===== src/sv/bcm_pkg.sv =====
`timescale 1ns / 1ps
// ----------------------------------------------------------------------------
// bcm_pkg
// Types and constants shared by the battery cell monitor modules.
// ----------------------------------------------------------------------------
package bcm_pkg;

  localparam int unsigned NUM_ADC   = 8;
  localparam int unsigned NUM_CELLS = 6;
  localparam int unsigned REG_IDX   = 6;
  localparam int unsigned BAT_IDX   = 7;

  // floor(3300*adc/4095) == (adc * MV_RECIP) >> MV_SHIFT for every 12-bit adc
  localparam logic [27:0] MV_RECIP = 28'd216321820;
  localparam int unsigned MV_SHIFT = 28;

  localparam logic [12:0] ABSENT_MV = 13'd100;
  localparam logic [5:0]  BAT_STEP  = 6'd10;

  localparam logic [2:0] LVL_CUTOFF = 3'd0;
  localparam logic [2:0] LVL_20     = 3'd1;
  localparam logic [2:0] LVL_40     = 3'd2;
  localparam logic [2:0] LVL_60     = 3'd3;
  localparam logic [2:0] LVL_80     = 3'd4;
  localparam logic [2:0] LVL_FULL   = 3'd5;

  localparam logic [1:0] LED_OFF    = 2'd0;
  localparam logic [1:0] LED_RED    = 2'd1;
  localparam logic [1:0] LED_GREEN  = 2'd2;
  localparam logic [1:0] LED_ORANGE = 2'd3;

  localparam logic [2:0] REG_ROUT   = 3'd0;
  localparam logic [2:0] REG_CUTOFF = 3'd1;
  localparam logic [2:0] REG_LVL20  = 3'd2;
  localparam logic [2:0] REG_LVL40  = 3'd3;
  localparam logic [2:0] REG_LVL60  = 3'd4;
  localparam logic [2:0] REG_LVL80  = 3'd5;

  typedef struct packed {
    logic [11:0] cell1_adc;
    logic [11:0] cell2_adc;
    logic [11:0] cell3_adc;
    logic [11:0] cell4_adc;
    logic [11:0] cell5_adc;
    logic [11:0] cell6_adc;
    logic [11:0] reg_current_adc;
    logic [11:0] bat_current_adc;
  } in_t;

  typedef struct packed {
    logic [12:0] cell1_mv;
    logic [12:0] cell2_mv;
    logic [12:0] cell3_mv;
    logic [12:0] cell4_mv;
    logic [12:0] cell5_mv;
    logic [12:0] cell6_mv;
    logic [12:0] reg_current_ma;
    logic [17:0] bat_current_ma;
    logic [2:0]  lowest_level;
    logic        cutoff;
    logic [1:0]  led_a;
    logic [1:0]  led_b;
  } out_t;

  typedef struct packed {
    logic [1:0]  rout_select;
    logic [12:0] cutoff_mv;
    logic [12:0] level20_mv;
    logic [12:0] level40_mv;
    logic [12:0] level60_mv;
    logic [12:0] level80_mv;
  } cfg_t;

  typedef struct packed {
    logic [2:0] lowest_level;
    logic       cutoff;
    logic [1:0] led_a;
    logic [1:0] led_b;
  } status_t;

endpackage


===== src/sv/bcm_stream_if.sv =====
`timescale 1ns / 1ps
// ----------------------------------------------------------------------------
// bcm_stream_if
// Valid/ready channel carrying one payload word per request.
// ----------------------------------------------------------------------------
interface bcm_stream_if #(
  parameter type T = logic
) ();

  logic valid;
  logic ready;
  T     data;

  modport source (output valid, output data, input ready);
  modport sink (input valid, input data, output ready);

endinterface


===== src/sv/battery_cell_monitor.sv =====
`timescale 1ns / 1ps
// ----------------------------------------------------------------------------
// battery_cell_monitor
// Throughput: one request per cycle while the result is not stalled; the
// eight conversion lanes each hold one multiplier stage, followed by the
// result register, and a stalled result holds both stages and the input.
// Reset: asynchronous, active low; pipeline empty, thresholds at defaults.
// ----------------------------------------------------------------------------
module battery_cell_monitor import bcm_pkg::*; (
  input  logic         clk_i,
  input  logic         rst_ni,
  bcm_stream_if.sink   in_i,
  bcm_stream_if.source out_o,
  input  logic         psel,
  input  logic         penable,
  input  logic         pwrite,
  input  logic [4:0]   paddr,
  input  logic [31:0]  pwdata,
  output logic [31:0]  prdata,
  output logic         pready
);

  cfg_t        cfg_q, cfg_d;
  logic        cfg_we;
  logic [2:0]  cfg_idx;

  logic        en;
  logic        s1_valid_q, s1_valid_d;
  logic        out_valid_q, out_valid_d;
  out_t        out_q, out_d;

  logic [11:0] adc [NUM_ADC];
  logic [11:0] mv [NUM_ADC];
  logic [12:0] cell_mv [NUM_CELLS];
  logic [2:0]  level [NUM_CELLS];
  status_t     status;
  logic [5:0]  bat_scale;

  // configuration port
  assign pready  = 1'b1;
  assign cfg_idx = paddr[4:2];
  assign cfg_we  = psel & penable & pwrite & pready;

  always_comb begin
    cfg_d = cfg_q;
    if (cfg_we) begin
      unique case (cfg_idx)
        REG_ROUT:   cfg_d.rout_select = pwdata[1:0];
        REG_CUTOFF: cfg_d.cutoff_mv   = pwdata[12:0];
        REG_LVL20:  cfg_d.level20_mv  = pwdata[12:0];
        REG_LVL40:  cfg_d.level40_mv  = pwdata[12:0];
        REG_LVL60:  cfg_d.level60_mv  = pwdata[12:0];
        REG_LVL80:  cfg_d.level80_mv  = pwdata[12:0];
        default: ;
      endcase
    end
  end

  always_comb begin
    unique case (cfg_idx)
      REG_ROUT:   prdata = {30'd0, cfg_q.rout_select};
      REG_CUTOFF: prdata = {19'd0, cfg_q.cutoff_mv};
      REG_LVL20:  prdata = {19'd0, cfg_q.level20_mv};
      REG_LVL40:  prdata = {19'd0, cfg_q.level40_mv};
      REG_LVL60:  prdata = {19'd0, cfg_q.level60_mv};
      REG_LVL80:  prdata = {19'd0, cfg_q.level80_mv};
      default:    prdata = 32'd0;
    endcase
  end

  always_ff @(posedge clk_i or negedge rst_ni) begin
    if (!rst_ni) begin
      cfg_q.rout_select <= 2'd0;
      cfg_q.cutoff_mv   <= 13'd3300;
      cfg_q.level20_mv  <= 13'd3500;
      cfg_q.level40_mv  <= 13'd3650;
      cfg_q.level60_mv  <= 13'd3800;
      cfg_q.level80_mv  <= 13'd3950;
    end else begin
      cfg_q <= cfg_d;
    end
  end

  // pipeline control: both stages move together unless the result stalls
  assign en          = ~out_valid_q | out_o.ready;
  assign in_i.ready  = en;
  assign s1_valid_d  = en ? in_i.valid : s1_valid_q;
  assign out_valid_d = en ? s1_valid_q : out_valid_q;

  always_ff @(posedge clk_i or negedge rst_ni) begin
    if (!rst_ni) begin
      s1_valid_q  <= 1'b0;
      out_valid_q <= 1'b0;
    end else begin
      s1_valid_q  <= s1_valid_d;
      out_valid_q <= out_valid_d;
    end
  end

  // stage 1: conversion lanes
  assign adc[0]       = in_i.data.cell1_adc;
  assign adc[1]       = in_i.data.cell2_adc;
  assign adc[2]       = in_i.data.cell3_adc;
  assign adc[3]       = in_i.data.cell4_adc;
  assign adc[4]       = in_i.data.cell5_adc;
  assign adc[5]       = in_i.data.cell6_adc;
  assign adc[REG_IDX] = in_i.data.reg_current_adc;
  assign adc[BAT_IDX] = in_i.data.bat_current_adc;

  for (genvar g = 0; g < NUM_ADC; g++) begin : g_conv
    bcm_conv u_conv (
      .clk_i (clk_i),
      .en_i  (en),
      .adc_i (adc[g]),
      .mv_o  (mv[g])
    );
  end

  // stage 2: cell lanes, merge, currents
  for (genvar g = 0; g < NUM_CELLS; g++) begin : g_cell
    bcm_classify u_classify (
      .mv_i      (mv[g]),
      .cfg_i     (cfg_q),
      .cell_mv_o (cell_mv[g]),
      .level_o   (level[g])
    );
  end

  bcm_merge u_merge (
    .level_i  (level),
    .status_o (status)
  );

  // Rout 10200/5100/3400/2550 gives 10/20/30/40 mA per mV
  assign bat_scale = BAT_STEP * ({4'd0, cfg_q.rout_select} + 6'd1);

  always_comb begin
    out_d.cell1_mv       = cell_mv[0];
    out_d.cell2_mv       = cell_mv[1];
    out_d.cell3_mv       = cell_mv[2];
    out_d.cell4_mv       = cell_mv[3];
    out_d.cell5_mv       = cell_mv[4];
    out_d.cell6_mv       = cell_mv[5];
    out_d.reg_current_ma = {mv[REG_IDX], 1'b0};
    out_d.bat_current_ma = 18'(mv[BAT_IDX]) * 18'(bat_scale);
    out_d.lowest_level   = status.lowest_level;
    out_d.cutoff         = status.cutoff;
    out_d.led_a          = status.led_a;
    out_d.led_b          = status.led_b;
  end

  always_ff @(posedge clk_i) begin
    if (en) begin
      out_q <= out_d;
    end
  end

  assign out_o.valid = out_valid_q;
  assign out_o.data  = out_q;

  // checks
  a_cutoff_flag: assert property (@(posedge clk_i) disable iff (!rst_ni)
    out_o.valid |-> (out_o.data.cutoff == (out_o.data.lowest_level == LVL_CUTOFF)))
    else $error("cutoff flag disagrees with lowest level");

  a_cutoff_leds: assert property (@(posedge clk_i) disable iff (!rst_ni)
    (out_o.valid && out_o.data.cutoff) |->
      (out_o.data.led_a == LED_OFF && out_o.data.led_b == LED_OFF))
    else $error("LEDs lit during cutoff");

  a_no_accept_on_stall: assert property (@(posedge clk_i) disable iff (!rst_ni)
    (out_o.valid && !out_o.ready) |-> !in_i.ready)
    else $error("request accepted while result stalled");

  a_stage_advance: assert property (@(posedge clk_i) disable iff (!rst_ni)
    (s1_valid_q && en) |=> out_o.valid)
    else $error("converted request lost between stages");

endmodule


===== src/sv/bcm_conv.sv =====
`timescale 1ns / 1ps
// ----------------------------------------------------------------------------
// bcm_conv
// One conversion lane: raw 12-bit ADC sample to millivolts, registered.
// ----------------------------------------------------------------------------
module bcm_conv import bcm_pkg::*; (
  input  logic        clk_i,
  input  logic        en_i,
  input  logic [11:0] adc_i,
  output logic [11:0] mv_o
);

  logic [39:0] prod;
  logic [11:0] mv_d, mv_q;

  assign prod = 40'(adc_i) * 40'(MV_RECIP);
  assign mv_d = prod[MV_SHIFT +: 12];

  always_ff @(posedge clk_i) begin
    if (en_i) begin
      mv_q <= mv_d;
    end
  end

  assign mv_o = mv_q;

endmodule


===== src/sv/bcm_classify.sv =====
`timescale 1ns / 1ps
// ----------------------------------------------------------------------------
// bcm_classify
// One cell lane: divider-corrected cell voltage and its charge level.
// ----------------------------------------------------------------------------
module bcm_classify import bcm_pkg::*; (
  input  logic [11:0] mv_i,
  input  cfg_t        cfg_i,
  output logic [12:0] cell_mv_o,
  output logic [2:0]  level_o
);

  logic [13:0] triple;

  assign triple    = {2'b00, mv_i} + {1'b0, mv_i, 1'b0};
  assign cell_mv_o = triple[13:1];

  always_comb begin
    if (cell_mv_o < ABSENT_MV) begin
      level_o = LVL_FULL;   // absent cell
    end else if (cell_mv_o <= cfg_i.cutoff_mv) begin
      level_o = LVL_CUTOFF;
    end else if (cell_mv_o <= cfg_i.level20_mv) begin
      level_o = LVL_20;
    end else if (cell_mv_o <= cfg_i.level40_mv) begin
      level_o = LVL_40;
    end else if (cell_mv_o <= cfg_i.level60_mv) begin
      level_o = LVL_60;
    end else if (cell_mv_o <= cfg_i.level80_mv) begin
      level_o = LVL_80;
    end else begin
      level_o = LVL_FULL;
    end
  end

endmodule


===== src/sv/bcm_merge.sv =====
`timescale 1ns / 1ps
// ----------------------------------------------------------------------------
// bcm_merge
// Combines the cell lane levels: lowest level, cutoff flag and LED codes.
// ----------------------------------------------------------------------------
module bcm_merge import bcm_pkg::*; (
  input  logic [2:0] level_i [NUM_CELLS],
  output status_t    status_o
);

  logic [2:0] lowest;

  always_comb begin
    lowest = LVL_FULL;
    for (int i = 0; i < NUM_CELLS; i++) begin
      if (level_i[i] < lowest) begin
        lowest = level_i[i];
      end
    end
  end

  always_comb begin
    status_o.lowest_level = lowest;
    status_o.cutoff       = (lowest == LVL_CUTOFF);
    case (lowest)
      LVL_FULL: begin
        status_o.led_a = LED_GREEN;
        status_o.led_b = LED_GREEN;
      end
      LVL_80: begin
        status_o.led_a = LED_GREEN;
        status_o.led_b = LED_OFF;
      end
      LVL_60: begin
        status_o.led_a = LED_ORANGE;
        status_o.led_b = LED_ORANGE;
      end
      LVL_40: begin
        status_o.led_a = LED_ORANGE;
        status_o.led_b = LED_OFF;
      end
      LVL_20: begin
        status_o.led_a = LED_RED;
        status_o.led_b = LED_RED;
      end
      default: begin
        status_o.led_a = LED_OFF;
        status_o.led_b = LED_OFF;
      end
    endcase
  end

endmodule


===== src/flat_wrapper.sv =====
// flat-port wrapper written by rule: the top's interface ports become plain ports
module battery_cell_monitor_flat import bcm_pkg::*;
  (clk_i, rst_ni, psel, penable, pwrite, paddr, pwdata, prdata, pready, in_i_valid, in_i_data, in_i_ready, out_o_valid, out_o_data, out_o_ready);
  bcm_stream_if #(.T(in_t)) in_i_i ();
  bcm_stream_if #(.T(out_t)) out_o_i ();
  input  logic clk_i;
  input  logic rst_ni;
  input  logic psel;
  input  logic penable;
  input  logic pwrite;
  input  logic [4:0] paddr;
  input  logic [31:0] pwdata;
  output logic [31:0] prdata;
  output logic pready;
  input wire logic [$bits(in_i_i.valid)-1:0] in_i_valid;
  input wire logic [$bits(in_i_i.data)-1:0] in_i_data;
  output wire logic [$bits(in_i_i.ready)-1:0] in_i_ready;
  output wire logic [$bits(out_o_i.valid)-1:0] out_o_valid;
  output wire logic [$bits(out_o_i.data)-1:0] out_o_data;
  input wire logic [$bits(out_o_i.ready)-1:0] out_o_ready;
  assign in_i_i.valid = in_i_valid;
  assign in_i_i.data = in_i_data;
  assign in_i_ready = in_i_i.ready;
  assign out_o_valid = out_o_i.valid;
  assign out_o_data = out_o_i.data;
  assign out_o_i.ready = out_o_ready;
  battery_cell_monitor u_core (.clk_i(clk_i), .rst_ni(rst_ni), .in_i(in_i_i), .out_o(out_o_i), .psel(psel), .penable(penable), .pwrite(pwrite), .paddr(paddr), .pwdata(pwdata), .prdata(prdata), .pready(pready));
endmodule

===== config.mk =====
export PLATFORM = sky130hd
export DESIGN_NAME = battery_cell_monitor_flat
export DESIGN_NICKNAME = d
export VERILOG_FILES = /design/src/sv/bcm_pkg.sv /design/src/sv/bcm_stream_if.sv /design/src/sv/battery_cell_monitor.sv /design/src/sv/bcm_conv.sv /design/src/sv/bcm_classify.sv /design/src/sv/bcm_merge.sv /design/src/flat_wrapper.sv
export SDC_FILE = /design/constraint.sdc
export NUM_CORES = 2
export LEC_CHECK = 0
export ABC_AREA = 1
export BUFFER_PORTS_ARGS = -buffer_cell sky130_fd_sc_hd__buf_4
export CELL_PAD_IN_SITES_DETAIL_PLACEMENT = 1
export CELL_PAD_IN_SITES_GLOBAL_PLACEMENT = 2
export CORE_ASPECT_RATIO = 1.5
export CORE_MARGIN = 4
export CORE_UTILIZATION = 30
export CTS_BUF_LIST = sky130_fd_sc_hd__clkbuf_8 sky130_fd_sc_hd__clkbuf_16
export DETAILED_ROUTE_END_ITERATION = 7
export PLACE_DENSITY = 0.61
export SYNTH_ARGS = -nofsm -noshare
export SYNTH_HDL_FRONTEND = slang
export SYNTH_SLANG_ARGS = --single-unit
export TNS_END_PERCENT = 10

===== constraint.sdc =====
create_clock -name clk_i -period 12.75 [get_ports clk_i]
set_input_delay 1.275 -clock clk_i [delete_from_list [all_inputs] [get_ports clk_i]]
set_output_delay 1.275 -clock clk_i [all_outputs]
set_load 0.01 [all_outputs]

==> impl_results.md <==
- Primary FF master, synth: edfxtp_1
- DIE AREA: 203,300 sq um
- CP dominant cell by count: nand2_1
- R2r startpoint: u_core.g_conv[0].u_conv.mv_o[1]$_DFFE_PP_
- TritonCTS Buffers: 38
- Startpoint class of the critical path: flip-flop
- R2R Path End: u_core.out_o.data[1]$_DFFE_PP_
- Xor and xnor fraction of the mapped netlist area: 2.399%
- Commonest cells after routing, fill and taps aside: inv_1 (1,538), ha_1 (1,307), nand2_1 (809), fa_1 (764), a21oi_1 (462)
- R2r setup slk: 5.19 ns
- Syn-to-layout area delta: 11.35%
- GP Congestion: 0.8608
- Post-synth ARST share: 24.64%
- Most common cell after layout, fill and taps aside: inv_1
- Cell area after synthesis: 58,790 sq um
- Max-slew headroom: 22.56%
- Die width: 369.4 um
- Yosys top cell area share: 27.82%
- Clk sinks: 280
- Main combinational cell family by area after synthesis: adder cells
- Netlist cell types: 65
- Initial antenna violation count: 4
- Grt total ovfl: 0
- DRC Markers: 0
- Final setup viols: 0
- Routed len/inst: 21.62 um
- Post-Syn Instances: 6,498
- WHS Path Cells: 0
- Yosys warning count: 0
- Post-synthesis compound-gate area fraction: 9.235%
- Post CTS Setup Buffer Count: 0
- Crit share post-route: 59.28%
- Fin nets: 9,027
- Site Rows: 198
- Status: finished clean
- Number of synthesized register bits: 280
- DRT Wirelength: 204,200 um
- Routed Antenna Nets: 0
- RSZ-0062 raised after global routing: no
- WS Path Type: reg2reg
- Slew Limit Fails: 0
- CTS tree: built
- Hold Fails Final Rpt: 0
- Sequential-to-total area share from yosys stat: 13.79%
- Drt first-iter violations: 1,372
- Tightest Pin Transition: 1.158 ns
- Post-Synth Adder-Cell Area: 53.83%
- Detailed-route via count: 45,454
- MaxCap Viol Count: 0
- H-tree Lvls: 2
- Layout cells sized above 1: 6.675%
- Setup TNS: 0 ns
- Core Area: 194,500 sq um
- I/O pin cnt: 292
- Max Buffers Root-to-Sink: 3
- Clk Tree Root Cell: clkbuf_16
- Clock-pin slew on the worst setup and hold paths: 0.06 ns
- Largest net degree at the start of global routing: 146
- WP data arrival: 7.93 ns
- Total GRT Usage: 20.11%
- Post-CTS sizing: 0
- Initial core utilization: 30.23%
- Crit-path slowest cell: edfxtp_1
- Multiplexer area fraction after synthesis: 0%
- Required @ worst endpoint: 13.12 ns
- Number of synthesized flops with an enable pin: 211
- Simple-gate area share of the yosys netlist: 10.49%
- Die span in y: 550.2 um
- TritonRoute pass-1 iters: 5
- DP HPWL: 173,100 um
- Worst-path maximum fanout: 7
- CTS Hold Buffers Added: 0
- Min-delay src: u_core.g_conv[6].u_conv.mv_o[3]$_DFFE_PP_
- Average cell area after synthesis: 9.047 sq um
- Worst reg-to-reg path cell count: 53
- Critical path's largest stage delay: 0.41 ns
- Final Skew: 0.04593 ns
- Hold endpoint: u_core.out_o.data[30]$_DFFE_PP_
- Vias in the first global route: 51,206
- Fin crit period: 7.558 ns
- IO Port Bufs: 248
- Top cell type by total area after synthesis: ha_1
- Critical path endpoint category: flip-flop
- Wire length of the first global-routing pass: 309,600 um
- Via/cell ratio: 4.811
- Max Freq: 132.3 MHz
- Hold/Removal Path Class: reg2reg
- Clock Latency Late Sink: 0.62 ns
- Synth area leaders: ha_1 (28%), fa_1 (26%), edfxtp_1 (11%), inv_1 (9.8%), nand2_1 (5.2%)
how the worst max path moves through the flow:
stage | start | to | slack [ns]
3_3_place_gp | u_core.g_conv[1].u_conv.mv_o[1]$_DFFE_PP_ | u_core.out_o.data[1]$_DFFE_PP_ | 5.13
5_1_grt | u_core.g_conv[0].u_conv.mv_o[1]$_DFFE_PP_ | u_core.out_o.data[1]$_DFFE_PP_ | 4.32
2_1_floorplan | out_o_ready | in_i_ready | 5.63
3_5_place_dp | u_core.g_conv[1].u_conv.mv_o[1]$_DFFE_PP_ | u_core.out_o.data[1]$_DFFE_PP_ | 5.05
4_1_cts | u_core.g_conv[1].u_conv.mv_o[1]$_DFFE_PP_ | u_core.out_o.data[1]$_DFFE_PP_ | 5.04
6_report | u_core.g_conv[0].u_conv.mv_o[1]$_DFFE_PP_ | u_core.out_o.data[1]$_DFFE_PP_ | 5.19
cells by family (layout without fill, tap and decap cells):
group           count (synthesis)  in the layout
buf+inv                      1582           1910
fa+ha+maj                    2071           2071
simple gates                 1446           1446
flops                         280            280
xor+xnor                      161            161
other cells                     2             24
compound gates                956            956
cell type report:
cell class	count	area (sq um)
timing repair buffer	298	2250
fill	22651	129000
sequential	280	8105
clock inverter	27	270.3
clock buffer	43	1042
inverter	1542	5788
antenna	2	5.005
tap	2600	3253
multi-input combinational	4656	44750
worst max-delay path: cells and delay by family (launching register included):
kind                       cells  cell delay (ns)
AOI/OAI and AO/OA              7             1.48
adders and majority gates      7             1.90
buffers and inverters          7             0.47
and+or+nand+nor               32             3.02
DFF                            1             0.41
flip-flops by register name, indices dropped and copies added (netlist names):
signal / cells
u_core.out_o.valid: 1
u_core.out_o.data: 115
u_core.s1_valid_q: 1
u_core.cfg_q: 67
u_core.g_conv.u_conv.mv_o: 96
stage by stage:
stage               utilization, %  area, sq um  std cells  hold slack [ns]  worst slack (ns)
floorplan                        -        58860       6518           0.4003             5.628
global placement             32.98        64140       9376           0.4068             5.130
detailed placement           32.98        64140       9376           0.4057             5.053
CTS                          33.66        65450       9446           0.4185             5.045
global route                 33.66        65460       9447           0.4257             4.319
finish                       33.66        65460       9448           0.4199             5.192
Yosys cell counts, types with 15 or more instances:
cell type	n
inv_1	1532
ha_1	1307
nand2_1	810
fa_1	764
a21oi_1	462
nor2_1	282
o21ai_0	267
edfxtp_1	211
nand3_1	138
xor2_1	107
nand4_1	64
nor3_1	55
xnor2_1	54
dfrtp_1	35
dfstp_2	34
nand2_2	25
buf_4	22
a211oi_1	19
a31oi_1	18
clkbuf_1	18
o211ai_1	18
o21bai_1	18
o31ai_1	17
o21a_1	16
a221oi_1	15
per-layer routing:
layer | GRT usage (%) | vias to the layer above | part of all wire [%]
li1 | - | 21730 | -
met1 | 23.94 | 22971 | 41
met2 | 38.40 | 577 | 53
met3 | 2.037 | 176 | 3.1
met4 | 4.910 | 0 | 2.7
met5 | 0 | - | 0
Power is not shown: default switching activity piles up to over one toggle a cycle in this logic, so the estimate is an artifact.
